File: config.mk
export PLATFORM = sky130hd
export DESIGN_NAME = wbts_fifo
export DESIGN_NICKNAME = d
export VERILOG_FILES = /design/src/sv/wbts_fifo.sv
export VERILOG_INCLUDE_DIRS = /design/src /design/src/sv
export SDC_FILE = /design/constraint.sdc
export NUM_CORES = 1
export LEC_CHECK = 0
export BUFFER_PORTS_ARGS = -buffer_cell sky130_fd_sc_hd__buf_4
export CORE_MARGIN = 5
export CORE_UTILIZATION = 55
export CTS_CLUSTER_DIAMETER = 200
export CTS_CLUSTER_SIZE = 40
export DETAILED_ROUTE_END_ITERATION = 16
export GPL_TIMING_DRIVEN = 0
export MAX_ROUTING_LAYER = met4
export PLACE_DENSITY_LB_ADDON = 0.08
export SYNTH_ARGS = -nofsm -noshare
export SYNTH_HDL_FRONTEND = slang
export SYNTH_SLANG_ARGS = --single-unit
File: constraint.sdc
create_clock -name clock -period 4.25 [get_ports clock]
set_input_delay 0.85 -clock clock [delete_from_list [all_inputs] [get_ports clock]]
set_output_delay 0.85 -clock clock [all_outputs]
set_load 0.03 [all_outputs]
File: src/sv/wrapped_bilinear_texture_sampler_core_macros.svh
// ----------------------------------------------------------------------------
// Assertion macros for the bilinear texture sampler
// Concurrent checks that compile away when SYNTHESIS is defined.
// ----------------------------------------------------------------------------
`ifndef WRAPPED_BILINEAR_TEXTURE_SAMPLER_CORE_MACROS_SVH
`define WRAPPED_BILINEAR_TEXTURE_SAMPLER_CORE_MACROS_SVH
`ifndef SYNTHESIS
// same-cycle implication
`define WBTS_ASSERT_IMP(lbl, clk, rst, ante, cons) \
   lbl: assert property (@(posedge clk) disable iff (rst) (ante) |-> (cons)) \
      else $error("wbts assertion failed");
// next-cycle implication
`define WBTS_ASSERT_NXT(lbl, clk, rst, ante, cons) \
   lbl: assert property (@(posedge clk) disable iff (rst) (ante) |=> (cons)) \
      else $error("wbts assertion failed");
`else
`define WBTS_ASSERT_IMP(lbl, clk, rst, ante, cons)
`define WBTS_ASSERT_NXT(lbl, clk, rst, ante, cons)
`endif
`endif

File: src/sv/wbts_fifo.sv
// ----------------------------------------------------------------------------
// wbts_fifo
// Small register queue; callers guarantee no push when full, no pop when empty.
// ----------------------------------------------------------------------------
`include "wrapped_bilinear_texture_sampler_core_macros.svh"
module wbts_fifo #(
   parameter int WIDTH = 32,
   parameter int DEPTH = 8,
   localparam int PTR_W = $clog2(DEPTH),
   localparam int CNT_W = $clog2(DEPTH + 1)
) (
   input  logic             clock,
   input  logic             reset,
   input  logic             push,
   input  logic [WIDTH-1:0] push_data,
   input  logic             pop,
   output logic [WIDTH-1:0] head,
   output logic [CNT_W-1:0] count
);

   logic [WIDTH-1:0] mem_ff [DEPTH];
   logic [PTR_W-1:0] wr_ptr_ff, wr_ptr_in;
   logic [PTR_W-1:0] rd_ptr_ff, rd_ptr_in;
   logic [CNT_W-1:0] count_ff, count_in;

   always_comb begin
      wr_ptr_in = wr_ptr_ff;
      rd_ptr_in = rd_ptr_ff;
      if (push) begin
         wr_ptr_in = (wr_ptr_ff == PTR_W'(DEPTH - 1)) ? '0 : wr_ptr_ff + 1'b1;
      end
      if (pop) begin
         rd_ptr_in = (rd_ptr_ff == PTR_W'(DEPTH - 1)) ? '0 : rd_ptr_ff + 1'b1;
      end
      count_in = count_ff + CNT_W'(push) - CNT_W'(pop);
   end

   always_ff @(posedge clock) begin
      if (reset) begin
         wr_ptr_ff <= '0;
         rd_ptr_ff <= '0;
         count_ff  <= '0;
      end else begin
         wr_ptr_ff <= wr_ptr_in;
         rd_ptr_ff <= rd_ptr_in;
         count_ff  <= count_in;
      end
   end

   always_ff @(posedge clock) begin
      if (push) begin
         mem_ff[wr_ptr_ff] <= push_data;
      end
   end

   assign head  = mem_ff[rd_ptr_ff];
   assign count = count_ff;

   // credit schemes upstream must keep these
   `WBTS_ASSERT_IMP(a_no_overflow, clock, reset, push, count_ff != CNT_W'(DEPTH))
   `WBTS_ASSERT_IMP(a_no_underflow, clock, reset, pop, count_ff != '0)
   `WBTS_ASSERT_NXT(a_count_up, clock, reset, push && !pop, count_ff == $past(count_ff) + 1'b1)

endmodule

After elaboration in Yosys (flattened, before gate mapping):

Memory sizes are Yosys's and may differ from the RTL's. A register that Yosys moved wholly into a read port is not among the register bits.
Index checks and enable logic that the tools add are counted.

* register bits: 10
* RAM bits: 256
* logic and storage cells: 16
* memories kept: 1

Memory list
* mem_ff: words 8, width 32, rd ports 1, clocked after memory_dff 1, wr ports 1, RTL line wbts_fifo.sv:21 `logic [WIDTH-1:0] mem_ff [DEPTH];`

* add/subtract/negate cells: 4
* equality and inequality tests: 2
* muxes and demuxes: 6

Operator list (count)
* two-way mux 3 bit: 4
* adder 3 x 1 -> 3 bit (second input constant): 2
* == test 3 bit (second input constant): 2
* adder 4 x 1 -> 4 bit: 1
* subtractor 4 x 1 -> 4 bit: 1
* two-way mux 1 bit: 2

Depth between registers and ports, before layout:

* depth after elaboration: 4
* mapped depth: 7
* depth with buffers taken out: 7

Worst setup path after synthesis:

No wires, ideal clock.

* path kind: input to register
* start: input port push
* end: memory mem_ff[0][0] (enable)
* library setup time: 461 ps
* data arrival time: 3161 ps
* path slack: 627 ps
* cell stages on the path: 2
* cells stage by stage: nand2b_1 -> nor3_1

* cells in the longest elaborated chain, start to end: 2

RTL lines
* start: declaration: RTL line wbts_fifo.sv:14 `input logic push,`
* two-way mux 1 bit: RTL line wbts_fifo.sv:51 `if (push) begin`
* two-way mux 1 bit (implied by the code): RTL line wbts_fifo.sv:52 `mem_ff[wr_ptr_ff] <= push_data;`
* end: declaration: RTL line wbts_fifo.sv:21

No other way between the ends.

==> summary.md <==
| Metric | Value |
|---|---|
| Leading cell types by count after synthesis | edfxtp_1 (256), mux4_1 (38), mux2_2 (32) |
| Final worst-path cycle share | 79.1% |
| Max VDD drop | 251 µV |
| Setup TNS | 0 ps |
| Via-per-instance ratio | 5.91 |
| GR Util All Layers | 18.2% |
| Synth area leaders | edfxtp_1 (74%), mux4_1 (9.6%), mux4_2 (5.6%) |
| CP arrival | 2510 ps |
| Core area | 18600 µm² |
| Hold_buf cts | 0 |
| Vias in the first global route | 4930 |
| Largest net degree at the start of global routing | 41 |
| Seq pwr share | 63.1% |
| M2 GR Usage | 30.1% |
| Primary FF master, synth | edfxtp_1 |
| Area taken by multi-input logic gates | 2340 µm² |
| DRT Wirelength | 18.7 mm |
| Min Tclk post-route | 3360 ps |
| R2r startpoint | wr_ptr_ff[0] |
| HP Start | rd_ptr_ff[1] |
| Most frequent cell after synthesis | edfxtp_1 |
| Reg-to-Reg End | mem_ff[0][15] |
| CP Capture Type | output port |
| Post-synthesis register bit count | 269 |
| R2R cell count | 5 |
| Worst EP required | 3400 ps |
| Starting Density | 55.7% |
| Clock Latency Late Sink | 480 ps |
| Crit path max fanout | 10 |
| Total CTS buffers | 10 |
| WS Path Type | reg -> out |
| Pins Over Slew Limit | 0 |
| Fin nets | 578 |
| DPL Wire Length | 11.9 mm |
| Sequential share of the synthesized area | 76.6% |
| DRT iter0 DRCs | 332 |
| WL per Instance | 24.3 µm |
| Global-route wire length before repair | 29.1 mm |
| Max Fclk | 0.297 GHz |
| Met1 Use GR | 25.3% |
| Layout Skew | 9.18 ps |
| DRC violations left | 0 |
| Port bufs | 70 |
| EDFF count, synth | 256 |
| CTS max path bufs | 3 |
| Yosys warnings | 0 |
| Placement Rows | 50 |
| Mapped Area | 10400 µm² |
| Syn Area/Cell | 23.7 µm² |
| Final ANT Viol Nets | 0 |
| Die width | 147 µm |
| Status | complete, no violations |
| Die Y | 147 µm |
| Hold path cells | 2 |
| GRT Max-Usage Layer | met2 |
| Share of flip-flops with an asynchronous set or reset | 0% |
| CTS tree | done |
| Fraction of layout cells with a size suffix above 1 | 32.1% |
| Hold Path Sink | rd_ptr_ff[1] |
| Clock share of power | 25.3% |
| Startpoint Class | flop |
| Met3 Use GR | 2.51% |
| # resized after CTS | 0 |
| N_diodes | 0 |
| Non-filler cells, final | 767 |
| Endpoints failing hold | 0 |
| Syn nets | 483 |
| Fillers | 1296 |
| Die area | 21700 µm² |
| Worst-path clk slew | 120 ps |
| Final hold slack | 538 ps |
| Switching Share | 22.1% |
| Area leader, netlist | edfxtp_1 |
| CTS root buf | clkbuf_16 |
| Cell Pwr Density | 403 nW/µm² |
| Comb pwr share | 11.6% |
| RSZ-0062 raised after global routing | no |
| Clock sink total | 269 |
| P_leak | 3.83 nW |
| Gpl congestion | 0.704 |
| Congestion Overflow GR | 0 |
| Worst-margin pin slew | 823 ps |
| DR vias | 4530 |
| Worst Hold Class | reg -> reg |
| NetSw | 0.00104 W |
| Placed Cells | 755 |
| First-pass DRT Iterations | 4 |
| Int Power | 0.00369 W |
| Synth cell types | 25 |
| Setup slack, reg-to-reg | 1980 ps |
| Final Setup Violations | 0 |
| Postcts setup bufs | 0 |
| FF+latch area | 7950 µm² |
| Cell count after synthesis | 438 |
| Initial antenna violation count | 0 |
| Area added between synthesis and finish | 13.2% |
| CTS H-tree depth | 1 |
| Io pins | 72 |
| Maxcap violations | 0 |
| Slew HR | 44.8% |
| Post-synth top area share | 74.1% |
-- kinds of logic (layout without fill, tap and decap cells) --
| kind of cell | after synthesis | after routing | share of synthesized area, % |
|---|---|---|---|
| AO/OA/AOI/OAI | 7 | 7 | 0.362 |
| buffers and inverters | 25 | 120 | 1.45 |
| flip-flops | 269 | 269 | 76.6 |
| adder cells (fa/ha/maj) | 9 | 9 | 1.16 |
| AND/OR/NAND/NOR | 28 | 28 | 1.36 |
| XOR/XNOR | 2 | 2 | 0.169 |
| multiplexers | 98 | 98 | 18.9 |
-- metrics by stage --
| stage | power, W | setup WS [ps] | utilization, % | area, µm² |
|---|---|---|---|---|
| floorplan | 0.00339 | 627 | - | 10400 |
| global placement | 0.00357 | -1930 | 60.1 | 11200 |
| detailed placement | 0.00360 | 1350 | 61.5 | 11500 |
| CTS | 0.00478 | 840 | 63.0 | 11700 |
| global route | 0.00490 | 727 | 63.0 | 11700 |
| finish | 0.00473 | 888 | 63.0 | 11700 |
-- cells in the final DEF, fill, tap and decap left out, drive strengths merged --
master / count
clkbuf: 12
buf: 101
dfxtp: 13
o21ai: 1
a21oi: 5
fa: 1
nor2: 10
inv: 7
a21o: 1
mux4: 64
xnor2: 2
nor2b: 3
nand3: 2
mux2i: 2
nand2: 3
nor3b: 1
mux2: 32
ha: 8
nand3b: 2
edfxtp: 256
nor3: 2
nand2b: 5
-- registers in the layout, indices dropped and copies added, names as in the netlist, named ones only --
name       count
count          4
wr_ptr_ff      3
rd_ptr_ff      3
mem_ff       256
-- how the worst max path moves through the flow --
stage	startpoint	end	slack, ps	depth (start not counted)
floorplan	push	mem_ff[0][0]	630	2
detailed placement	push	mem_ff[0][15]	1350	6
global route	flop	head[17]	730	5
global placement	push	mem_ff[1][15]	-1930	3
CTS	flop	head[17]	840	5
finish	flop	head[17]	890	5
-- area by class of cell --
cell class,count,area share (%)
buffer,19,1.09
sequential,269,67.7
inverter,6,0.192
clock buffer,11,2.34
tap,234,2.49
clock inverter,1,0.0959
timing repair buffer,83,6.23
multi-input combinational,144,19.9
-- power by group through the flow --
stage	clock [W]	sequential, W	combinational (W)
after floorplan	0	0.00307	0.000318
after global placement	0	0.00305	0.000521
after detailed placement	0	0.00305	0.000555
after CTS	0.00124	0.00299	0.000556
after global routing	0.00132	0.00299	0.000585
final	0.00120	0.00299	0.000546
-- critical path, cell delays in order, from the launching register on --
cell     delay [ps]
dfxtp_1         320
buf_2           230
buf_1           590
mux4_2          410
mux2_2          300
buf_4           170
-- metal layers --
layer | share of wire (%) | vias to the layer above
met4 | 1.1 | 0
met3 | 4.2 | 19
met1 | 44 | 2401
li1 | - | 2028
met5 | 0 | -
met2 | 51 | 82
Power figures use the tool's default switching activity.
