===== config.mk =====
export PLATFORM = sky130hd
export DESIGN_NAME = wbts_front
export DESIGN_NICKNAME = d
export VERILOG_FILES = /design/src/sv/wrapped_bilinear_texture_sampler_core_macros.svh /design/src/sv/wbts_pkg.sv /design/src/sv/wbts_front.sv
export SDC_FILE = /design/constraint.sdc
export NUM_CORES = 2
export LEC_CHECK = 0
export BUFFER_PORTS_ARGS = -buffer_cell sky130_fd_sc_hd__buf_2
export CORE_AREA = 8 8 423 631
export DETAILED_ROUTE_END_ITERATION = 8
export DIE_AREA = 0 0 431 639
export GPL_ROUTABILITY_DRIVEN = 0
export PLACE_DENSITY = 0.46
export SETUP_SLACK_MARGIN = 0.1
export SLEW_MARGIN = 40
export SYNTH_ARGS = -nofsm -noshare
export SYNTH_HDL_FRONTEND = slang
export SYNTH_SLANG_ARGS = --single-unit
export TNS_END_PERCENT = 100

===== constraint.sdc =====
create_clock -name clock -period 23.4 [get_ports clock]
set_clock_uncertainty 0.05 [all_clocks]
set_input_delay 4.68 -clock clock [delete_from_list [all_inputs] [get_ports clock]]
set_output_delay 4.68 -clock clock [all_outputs]
set_load 0.03 [all_outputs]

===== src/sv/wrapped_bilinear_texture_sampler_core_macros.svh =====
// ----------------------------------------------------------------------------
// Assertion macros for the bilinear texture sampler
// Concurrent checks that compile away when SYNTHESIS is defined.
// ----------------------------------------------------------------------------
`ifndef WRAPPED_BILINEAR_TEXTURE_SAMPLER_CORE_MACROS_SVH
`define WRAPPED_BILINEAR_TEXTURE_SAMPLER_CORE_MACROS_SVH
`ifndef SYNTHESIS
// same-cycle implication
`define WBTS_ASSERT_IMP(lbl, clk, rst, ante, cons) \
   lbl: assert property (@(posedge clk) disable iff (rst) (ante) |-> (cons)) \
      else $error("wbts assertion failed");
// next-cycle implication
`define WBTS_ASSERT_NXT(lbl, clk, rst, ante, cons) \
   lbl: assert property (@(posedge clk) disable iff (rst) (ante) |=> (cons)) \
      else $error("wbts assertion failed");
`else
`define WBTS_ASSERT_IMP(lbl, clk, rst, ante, cons)
`define WBTS_ASSERT_NXT(lbl, clk, rst, ante, cons)
`endif
`endif


===== src/sv/wbts_pkg.sv =====
// ----------------------------------------------------------------------------
// wbts_pkg
// Shared constants, codes and helpers of the bilinear texture sampler.
// ----------------------------------------------------------------------------
package wbts_pkg;

   localparam int MAX_WIDTH_DEF   = 256;
   localparam int MAX_HEIGHT_DEF  = 256;
   localparam int WEIGHT_BITS_DEF = 8;
   localparam int MID_DEPTH_DEF   = 16;
   localparam int OUT_DEPTH_DEF   = 8;

   localparam int CFG_W   = 9;
   localparam int POS_W   = 32;
   localparam int FRAC_W  = 16;
   localparam int CHAN_W  = 8;
   localparam int TEXEL_W = 32;
   localparam int OUT_W   = 16;
   localparam int NIB_W   = 4;
   localparam int NUM_TAP = 4;

   typedef enum logic [1:0] {
      CMD_LOAD     = 2'd0,
      CMD_BILINEAR = 2'd1,
      CMD_NEAREST  = 2'd2,
      CMD_UNUSED   = 2'd3
   } cmd_type;

   typedef enum logic {
      REG_WIDTH  = 1'b0,
      REG_HEIGHT = 1'b1
   } reg_index_type;

   // zero acts as one, anything above the maximum acts as the maximum
   function automatic logic [CFG_W-1:0] clamp_size(input logic [CFG_W-1:0] v,
                                                   input int maxv);
      if (v == '0) begin
         return CFG_W'(1);
      end
      if (int'(v) > maxv) begin
         return CFG_W'(maxv);
      end
      return v;
   endfunction

endpackage


===== src/sv/wbts_front.sv =====
// ----------------------------------------------------------------------------
// wbts_front
// Accepts and classifies transactions, scales and floors positions, wraps
// them through a pipelined modulo and emits texel addresses and weights.
// ----------------------------------------------------------------------------
module wbts_front import wbts_pkg::*; #(
   parameter int MAX_WIDTH   = MAX_WIDTH_DEF,
   parameter int MAX_HEIGHT  = MAX_HEIGHT_DEF,
   parameter int WEIGHT_BITS = WEIGHT_BITS_DEF,
   parameter int MID_DEPTH   = MID_DEPTH_DEF,
   localparam int AW    = $clog2(MAX_WIDTH * MAX_HEIGHT),
   localparam int MID_W = 1 + NUM_TAP * AW + TEXEL_W + 2 * WEIGHT_BITS
) (
   input  logic                    clock,
   input  logic                    reset,
   input  logic                    push,
   output logic                    full,
   input  logic [1:0]              cmd,
   input  logic signed [POS_W-1:0] pos_x,
   input  logic signed [POS_W-1:0] pos_y,
   input  logic                    normalized,
   input  logic [7:0]              load_col,
   input  logic [7:0]              load_row,
   input  logic [CHAN_W-1:0]       texel_b,
   input  logic [CHAN_W-1:0]       texel_g,
   input  logic [CHAN_W-1:0]       texel_r,
   input  logic [CHAN_W-1:0]       texel_a,
   input  logic [CFG_W-1:0]        width_in_use,
   input  logic [CFG_W-1:0]        height_in_use,
   input  logic                    mid_pop,
   output logic                    mid_push,
   output logic [MID_W-1:0]        mid_data
);

   localparam int PW    = POS_W + CFG_W + 1;
   localparam int IW    = PW - FRAC_W;
   localparam int NSTG  = (IW + NIB_W - 1) / NIB_W;
   localparam int MP    = NSTG * NIB_W;
   localparam int OCC_W = $clog2(MID_DEPTH + 1);
   localparam int WB    = WEIGHT_BITS;

   typedef struct packed {
      logic                     is_load;
      logic [NUM_TAP-1:0][AW-1:0] addr;
      logic [TEXEL_W-1:0]       data;
      logic [WB-1:0]            fx;
      logic [WB-1:0]            fy;
   } mid_type;

   typedef struct packed {
      logic                    valid;
      logic                    is_load;
      logic                    nearest;
      logic                    norm;
      logic signed [POS_W-1:0] px;
      logic signed [POS_W-1:0] py;
      logic [AW-1:0]           laddr;
      logic [TEXEL_W-1:0]      ldata;
   } s1_type;

   typedef struct packed {
      logic                 valid;
      logic                 is_load;
      logic                 nearest;
      logic signed [PW-1:0] mx;
      logic signed [PW-1:0] my;
      logic [AW-1:0]        laddr;
      logic [TEXEL_W-1:0]   ldata;
   } s2_type;

   typedef struct packed {
      logic               valid;
      logic               is_load;
      logic               nearest;
      logic [AW-1:0]      laddr;
      logic [TEXEL_W-1:0] ldata;
      logic [WB-1:0]      fx;
      logic [WB-1:0]      fy;
      logic               neg_x;
      logic               neg_y;
      logic [MP-1:0]      mag_x;
      logic [MP-1:0]      mag_y;
      logic [CFG_W-1:0]   rem_x;
      logic [CFG_W-1:0]   rem_y;
   } mg_type;

   // four restoring remainder steps, one dividend bit each
   function automatic logic [CFG_W-1:0] mod_nib(input logic [CFG_W-1:0] rem,
                                                input logic [NIB_W-1:0] nib,
                                                input logic [CFG_W-1:0] m);
      logic [CFG_W:0]   t;
      logic [CFG_W-1:0] r;
      r = rem;
      for (int i = NIB_W - 1; i >= 0; i--) begin
         t = {r, nib[i]};
         if (t >= {1'b0, m}) begin
            t = t - {1'b0, m};
         end
         r = t[CFG_W-1:0];
      end
      return r;
   endfunction

   function automatic logic [AW-1:0] addr_of(input logic [CFG_W-1:0] row,
                                             input logic [CFG_W-1:0] col);
      return AW'(int'(row) * MAX_WIDTH + int'(col));
   endfunction

   // positive modulo from magnitude remainder
   function automatic logic [CFG_W-1:0] wrap_fix(input logic neg,
                                                 input logic [CFG_W-1:0] rem,
                                                 input logic [CFG_W-1:0] m);
      return (neg && rem != '0) ? m - rem : rem;
   endfunction

   function automatic logic [CFG_W-1:0] next_wrap(input logic [CFG_W-1:0] v,
                                                  input logic [CFG_W-1:0] m);
      return (({1'b0, v} + 1'b1) == {1'b0, m}) ? '0 : v + 1'b1;
   endfunction

   s1_type           s1_ff, s1_in;
   s2_type           s2_ff, s2_in;
   mg_type           mg_ff [NSTG+1];
   mg_type           mg_in [NSTG+1];
   logic [OCC_W-1:0] occ_ff, occ_in;
   logic             accept;
   logic             keep;

   logic signed [PW-1:0] px_ext, py_ext, wx_ext, hy_ext;
   logic [IW-1:0]        floor_x, floor_y, mag_x, mag_y;

   logic [CFG_W-1:0] x0, x1, y0, y1;
   mid_type          mid;

   assign accept = push && !full;
   assign full   = occ_ff == OCC_W'(MID_DEPTH);

   // valid bits clear while reset is high
   always_comb begin
      case (cmd_type'(cmd))
         CMD_LOAD:     keep = (int'(load_col) < MAX_WIDTH) && (int'(load_row) < MAX_HEIGHT);
         CMD_BILINEAR: keep = 1'b1;
         CMD_NEAREST:  keep = 1'b1;
         default:      keep = 1'b0;
      endcase
      s1_in.valid   = accept && keep && !reset;
      s1_in.is_load = cmd == CMD_LOAD;
      s1_in.nearest = cmd == CMD_NEAREST;
      s1_in.norm    = normalized && (cmd == CMD_BILINEAR);
      s1_in.px      = pos_x;
      s1_in.py      = pos_y;
      s1_in.laddr   = AW'(int'(load_row) * MAX_WIDTH + int'(load_col));
      s1_in.ldata   = {texel_a, texel_r, texel_g, texel_b};
   end

   // scale by texture size when normalized
   always_comb begin
      px_ext = $signed({{(PW-POS_W){s1_ff.px[POS_W-1]}}, s1_ff.px});
      py_ext = $signed({{(PW-POS_W){s1_ff.py[POS_W-1]}}, s1_ff.py});
      wx_ext = $signed({{(PW-CFG_W){1'b0}}, width_in_use});
      hy_ext = $signed({{(PW-CFG_W){1'b0}}, height_in_use});
      s2_in.valid   = s1_ff.valid && !reset;
      s2_in.is_load = s1_ff.is_load;
      s2_in.nearest = s1_ff.nearest;
      s2_in.mx      = s1_ff.norm ? px_ext * wx_ext : px_ext;
      s2_in.my      = s1_ff.norm ? py_ext * hy_ext : py_ext;
      s2_in.laddr   = s1_ff.laddr;
      s2_in.ldata   = s1_ff.ldata;
   end

   // floor, sign and magnitude
   always_comb begin
      floor_x = s2_ff.mx[PW-1:FRAC_W];
      floor_y = s2_ff.my[PW-1:FRAC_W];
      mag_x   = floor_x[IW-1] ? -floor_x : floor_x;
      mag_y   = floor_y[IW-1] ? -floor_y : floor_y;
      mg_in[0].valid   = s2_ff.valid && !reset;
      mg_in[0].is_load = s2_ff.is_load;
      mg_in[0].nearest = s2_ff.nearest;
      mg_in[0].laddr   = s2_ff.laddr;
      mg_in[0].ldata   = s2_ff.ldata;
      mg_in[0].fx      = s2_ff.nearest ? '0 : s2_ff.mx[FRAC_W-1 -: WB];
      mg_in[0].fy      = s2_ff.nearest ? '0 : s2_ff.my[FRAC_W-1 -: WB];
      mg_in[0].neg_x   = floor_x[IW-1];
      mg_in[0].neg_y   = floor_y[IW-1];
      mg_in[0].mag_x   = MP'(mag_x);
      mg_in[0].mag_y   = MP'(mag_y);
      mg_in[0].rem_x   = '0;
      mg_in[0].rem_y   = '0;
      for (int k = 0; k < NSTG; k++) begin
         mg_in[k+1]       = mg_ff[k];
         mg_in[k+1].valid = mg_ff[k].valid && !reset;
         mg_in[k+1].rem_x = mod_nib(mg_ff[k].rem_x, mg_ff[k].mag_x[MP-1 -: NIB_W],
                                    width_in_use);
         mg_in[k+1].rem_y = mod_nib(mg_ff[k].rem_y, mg_ff[k].mag_y[MP-1 -: NIB_W],
                                    height_in_use);
         mg_in[k+1].mag_x = mg_ff[k].mag_x << NIB_W;
         mg_in[k+1].mag_y = mg_ff[k].mag_y << NIB_W;
      end
   end

   always_ff @(posedge clock) begin
      s1_ff <= s1_in;
      s2_ff <= s2_in;
      for (int k = 0; k <= NSTG; k++) begin
         mg_ff[k] <= mg_in[k];
      end
   end

   // wrapped neighbors and store addresses
   always_comb begin
      x0 = wrap_fix(mg_ff[NSTG].neg_x, mg_ff[NSTG].rem_x, width_in_use);
      y0 = wrap_fix(mg_ff[NSTG].neg_y, mg_ff[NSTG].rem_y, height_in_use);
      x1 = next_wrap(x0, width_in_use);
      y1 = next_wrap(y0, height_in_use);
      mid.is_load = mg_ff[NSTG].is_load;
      mid.data    = mg_ff[NSTG].ldata;
      mid.fx      = mg_ff[NSTG].fx;
      mid.fy      = mg_ff[NSTG].fy;
      if (mg_ff[NSTG].is_load) begin
         mid.addr = {NUM_TAP{mg_ff[NSTG].laddr}};
      end else if (mg_ff[NSTG].nearest) begin
         mid.addr = {NUM_TAP{addr_of(y0, x0)}};
      end else begin
         mid.addr = {addr_of(y1, x1), addr_of(y1, x0), addr_of(y0, x1), addr_of(y0, x0)};
      end
   end

   assign mid_push = mg_ff[NSTG].valid;
   assign mid_data = mid;

   // items in flight plus items queued never exceed the queue depth
   assign occ_in = occ_ff + OCC_W'(s1_in.valid) - OCC_W'(mid_pop);

   always_ff @(posedge clock) begin
      if (reset) begin
         occ_ff <= '0;
      end else begin
         occ_ff <= occ_in;
      end
   end

endmodule


=== Word-level counts from Yosys, hierarchy flattened ===
Memories as Yosys holds them, arrays and structs flattened.
Index checks and enable logic that the tools add are counted.

* Bitwise logic cells: 0
* Reduce and logical (&&, ||, !) cells: 21
* Add/sub/neg operators: 71
* $lt $le $gt $ge: 56
* Multiply operators: 2
* Shifts and indexed selects: 0
* Div/mod/pow operators: 0
* Muxes and demuxes: 69
* Eq/ne operators: 5

{| class="wikitable"
|+ Operators by type and width
! operator !! count
|-
| greater-or-equal comparator 10 x 9 -> 1 bit || 56
|-
| 2-to-1 mux 9 bit || 59
|-
| subtractor 9 bit || 58
|-
| 2-to-1 mux 64 bit || 2
|-
| multiplier 32 x 10 -> 42 bit || 2
|-
| 2-to-1 mux 42 bit || 2
|-
| adder 16 x 9 -> 16 bit || 4
|-
| 2-to-1 mux 26 bit || 2
|-
| negation 26 bit || 2
|-
| 2-to-1 mux 8 bit || 3
|-
| adder 9 x 1 -> 10 bit, second input constant || 2
|-
| == test 10 x 9 -> 1 bit || 2
|-
| nonzero test 9 bit || 2
|-
| adder 16 x 8 -> 16 bit || 1
|-
| logical AND 1 bit || 15
|-
| adder 9 x 1 -> 9 bit, second input constant || 1
|-
| adder 8 x 1 -> 8 bit, second input constant || 1
|-
| adder 5 x 1 -> 5 bit || 1
|-
| == test 5 bit, second input constant || 1
|-
| subtractor 5 x 1 -> 5 bit || 1
|-
| OR reduction 3 bit || 1
|-
| == test 2 x 1 -> 1 bit, second input constant || 1
|-
| == test 2 bit, second input constant || 1
|-
| logical NOT 1 bit || 2
|-
| other kinds (2) || 2
|}

* Register bits: 256
* Bits in read-only memories: 0
* Bits in latches: 0
* Memories: 1
* Output and inout port bits: 115
* RAM bits: 1,144
* Bits of input ports: 137

{| class="wikitable"
|+ Memory list
! memory !! depth !! bits a word !! read ports !! clocked after Yosys merged registers in !! wr ports !! line !! RTL
|-
| mg_ff || 8 || 143 || 8 || 0 || 8 || wbts_front.sv:123 || <nowiki>mg_type mg_ff [NSTG+1];</nowiki>
|}

=== Longest topological paths before layout ===
An unclocked memory read counts as a cell.

* Word-level depth: 10
* Depth in mapped cells: 46

=== Least setup slack after synthesis ===
No wires, ideal clock.

* Path kind: in2reg
* From: input port height_in_use[1]
* To: memory mg_ff[1][145] (netlist name)
* Required time: 23,231 ps
* Setup time: 119 ps
* Setup slack: 8,347 ps
* Data arrival time: 14,884 ps
* Stages on the path: 42
* Path buffers: 6
* Cell sequence: clkbuf_1 -> clkbuf_1 -> inv_1 -> fa_1 -> a21o_1 -> a21oi_1 -> o21bai_1 -> a2111oi_1 -> o31a_1 -> clkbuf_1 -> mux2_2 -> ha_1 -> a21o_1 -> a21o_1 -> a21oi_1 -> o21ai_0 -> o21ai_0 -> o311a_1 -> [... 6 more ...] -> a21oi_1 -> o22ai_1 -> o31ai_1 -> nand2b_1 -> or3_1 -> and2_1 -> buf_2 -> nor2_1 -> a21oi_1 -> fa_1 -> a21o_1 -> a21oi_1 -> o211ai_1 -> o21ai_0 -> nand2b_1 -> a211oi_1 -> nand2_1 -> o221a_2

{| class="wikitable"
|+ RTL lines
! element !! line !! RTL
|-
| start: declaration || wbts_front.sv:29 || <nowiki>input logic [CFG_W-1:0] height_in_use,</nowiki>
|-
| end: declaration || wbts_front.sv:123 ||
|}

=== Worst setup path in the final report ===
* From: input port height_in_use[0]
* To: output port mid_data[90]

* Word-level cells in the longest chain between the ends: 8

{| class="wikitable"
|+ Ends and longest elaborated chain
! element !! line !! RTL
|-
| subtractor 9 bit || wbts_front.sv:113 || <nowiki>return (neg && rem != '0) ? m - rem : rem;</nowiki>
|-
| 2-to-1 mux 9 bit || wbts_front.sv:113 ||
|-
| adder 9 x 1 -> 10 bit || wbts_front.sv:118 || <nowiki>return (({1'b0, v} + 1'b1) == {1'b0, m}) ? '0 : v + 1'b1;</nowiki>
|-
| == test 10 x 9 -> 1 bit || wbts_front.sv:118 ||
|-
| 2-to-1 mux 8 bit || wbts_front.sv:118 ||
|-
| adder 16 x 9 -> 16 bit || wbts_front.sv:106 || <nowiki>return AW'(int'(row) * MAX_WIDTH + int'(col));</nowiki>
|-
| 2-to-1 mux 64 bit (*) || wbts_front.sv:222 || <nowiki>end else if (mg_ff[NSTG].nearest) begin</nowiki>
|-
| 2-to-1 mux 64 bit (*) || wbts_front.sv:220 || <nowiki>if (mg_ff[NSTG].is_load) begin</nowiki>
|-
| end: declaration || wbts_front.sv:32 || <nowiki>output logic [MID_W-1:0] mid_data</nowiki>
|}

Every way passes the cells marked *; elsewhere a longest branch is shown, timed or not.

==> flow_metrics.tcl <==
set metrics [dict create \
    status "complete, no violations" \
    synth_edf_count 0 \
    drt_iter0_drc 1990 \
    core_sq_mm 0.257 \
    cts_sinks 1138 \
    pin_count 252 \
    grt_max_degree 41 \
    yosys-top-cells-area "dfxtp_1 32%, fa_1 15%, ha_1 12%" \
    crit_top_cell "ha_1" \
    ctsResizeCount 0 \
    start_kind "primary input" \
    nFillCells 26600 \
    final_core_util_pct 31.5 \
    via_per_inst 4.54 \
    clk_latency_ps 760 \
    syn_area_per_cell_sq_um 9.80 \
    grt_setup_unrepaired "false" \
    numCtsBuffers 110 \
    grt_use_total_pct 13.3 \
    gr-total-overflow 0 \
    crit_slowest_cell "or4b_2" \
    final_cell_mix "1134 x dfxtp_1, 836 x inv_1, 696 x ha_1, 521 x fa_1, 502 x nand2_1" \
    synth_compound_area_share_pct 11.4 \
    synthFlopType "dfxtp_1" \
    drive_gt1_share_pct 11.7 \
    grt_pass1_wl_um 297000 \
    hold_buffers 0 \
    endpoint_kind "output pin" \
    fin_crit_ps 15340 \
    synthesis.area_sq_mm 0.0717 \
    mostFrequentLayoutCell "dfxtp_1" \
    worstMarginPinSlew_ps 795 \
    worstSetupPathType "primary input to output pin" \
    drt_pass1_iterations 5 \
    slew_headroom_pct 45.6 \
    worst_slack_ps 8060 \
    final_nets 8864 \
    path_buf_inv 6 \
    grt_pass1_vias 54200 \
    place_ws_ps 7990 \
    ys_seq_elements 1138 \
    finalCritPeriodShare_pct 65.5 \
    max_freq_ghz 0.0652 \
    path_cells "buf_2, buf_4, buf_4, inv_1, ha_1, inv_1, fa_1, a21oi_1, o221ai_1, xor2_1, mux2i_1, or4_4, xor2_1, a2bb2oi_1, and2_4, nor2_1, ha_1, ha_1, or4b_2, o211ai_1, buf_2" \
    seq_area_frac_synth_pct 31.8 \
    cts_setup_buffers 0 \
    cap_violations 0 \
    setup_tns_ps 0 \
    async_reset_ff_share_pct 0 \
    die_h_um 639 \
    syn_inst 7323 \
    drt_wl_total_um 185000 \
    crit_path_max_fanout 36 \
    yosys_warnings 0 \
    path_clk_slew_ps 60 \
    tritoncts "yes" \
    design_area_sq_mm 0.0809 \
    synth-xor-area-share_pct 6.29 \
    antenna_found_initial 20 \
    critPathMaxStageDelay_ps 670 \
    die_width_um 431 \
    setup_viol 0 \
    crit_arrival_ps 10610 \
    vias 50200 \
    synth_top_family_by_area "adder cells" \
    htreeDepth 3 \
    synth_cell_type_count 96 \
    drtAntennaViolNets 0 \
    clockRootBuffer "clkbuf_16" \
    report.final.slew_viol_count 0 \
    synth_top_area_cell "dfxtp_1" \
    synth-simple-area-share_pct 12.4 \
    hold_viol_final 0 \
    dp_hpwl_um 142000 \
    fp-row-count 228 \
    port_buffers 251 \
    drc 0 \
    ctsLongestPathBuffers 3 \
    die-area_sq_mm 0.275 \
    holdCritPathClass "flip-flop to flip-flop" \
    dpl-instance-area_sq_mm 0.0767 \
    post_drt_wl_per_cell_um 16.8 \
    muxShareOfSynthArea_pct 5.42 \
    synth_nets 8677 \
    area_growth_pct 12.7 \
    critPathRequiredTime_ps 18670 \
    synth_top_area_share_pct 31.8 \
    start_util_pct 27.9 \
    synth_fa_ha_area_share_pct 26.7 \
    cpLargestDelayFamily "simple AND/OR/NAND/NOR gates" \
]
## flip-flops by register name (all words and copies together), names as in the netlist
| register | cells |
|---|---|
| floor_x | 26 |
| mg_ff | 898 |
| s1_ff | 52 |
| s2_ff | 17 |
| mg_in | 50 |
| py_ext | 32 |
| occ_ff | 5 |
| px_ext | 32 |
| floor_y | 26 |
## per-stage QoR
stage	hold WS, ps	cells
floorplan	260	7323
global placement	260	10800
detailed placement	262	10800
CTS	221	11100
global route	224	11100
finish	219	11100
## cell type report
type	count	area, sq um	share of cell area, %
diodes	6	15.0	0.0186
clock buffers	134	2940	3.64
clock inverters	73	1180	1.46
inverters	841	3160	3.90
multi-input cells	5092	44600	55.2
flip-flops and latches	1138	22800	28.2
well taps	3450	4320	5.34
repair buffers	327	1830	2.27
## synth_stat cells (7+ instances only)
| master | n |
|---|---|
| dfxtp_1 | 1138 |
| inv_1 | 840 |
| ha_1 | 696 |
| fa_1 | 521 |
| nand2_1 | 502 |
| and2_1 | 378 |
| a21oi_1 | 371 |
| xnor2_1 | 349 |
| nor2_1 | 297 |
| o21ai_0 | 288 |
| mux2_2 | 287 |
| a21o_1 | 191 |
| xor2_1 | 154 |
| clkbuf_1 | 133 |
| nor2b_1 | 127 |
| nand4_1 | 101 |
| o21bai_1 | 74 |
| nand2b_1 | 70 |
| buf_4 | 66 |
| nand3_1 | 65 |
| mux2i_1 | 64 |
| nor3_1 | 57 |
| buf_1 | 48 |
| o31ai_1 | 46 |
| or3_1 | 44 |
| a21boi_0 | 42 |
| o21a_1 | 35 |
| o211ai_1 | 28 |
| a31oi_1 | 26 |
| a211oi_1 | 21 |
| and3_1 | 19 |
| or2_2 | 19 |
| a31o_2 | 15 |
| a211o_1 | 13 |
| or4_1 | 13 |
| o41ai_1 | 12 |
| nor4_1 | 11 |
| a221o_1 | 8 |
| a221oi_1 | 8 |
| nor3b_1 | 8 |
| a2111o_1 | 7 |
| nand3b_1 | 7 |
| o211a_1 | 7 |
| o22ai_1 | 7 |
## path summary, 6_finish.rpt
check                   startpoint                    end  slack [ps]  cells after the start
max               height_in_use[0]           mid_data[90]        8060                     21
min          mg_ff[1][210]$_DFF_P_  mg_ff[1][357]$_DFF_P_         220                      0
max reg2reg   mg_ff[1][45]$_DFF_P_  mg_ff[1][144]$_DFF_P_       13140                     38
min reg2reg  mg_ff[1][210]$_DFF_P_  mg_ff[1][357]$_DFF_P_         220                      0
## routing by layer
metal,vias up,routed length [um],track usage [%]
met5,-,137,0
met4,20,5980,4.19
met3,329,6010,1.81
met2,755,97100,25.4
met1,24400,76200,15.2
li1,24700,-,-
## cells by family after synthesis
kind of cell / count (synthesis)
AO/OA/AOI/OAI: 1273
XOR/XNOR: 508
adder cells (fa/ha/maj): 1217
buffers and inverters: 1093
flip-flops: 1138
multiplexers: 352
AND/OR/NAND/NOR: 1742
Power is left out: the tool's default activity adds up to more than one toggle a clock period on the data nets, which glitch-free logic cannot reach.
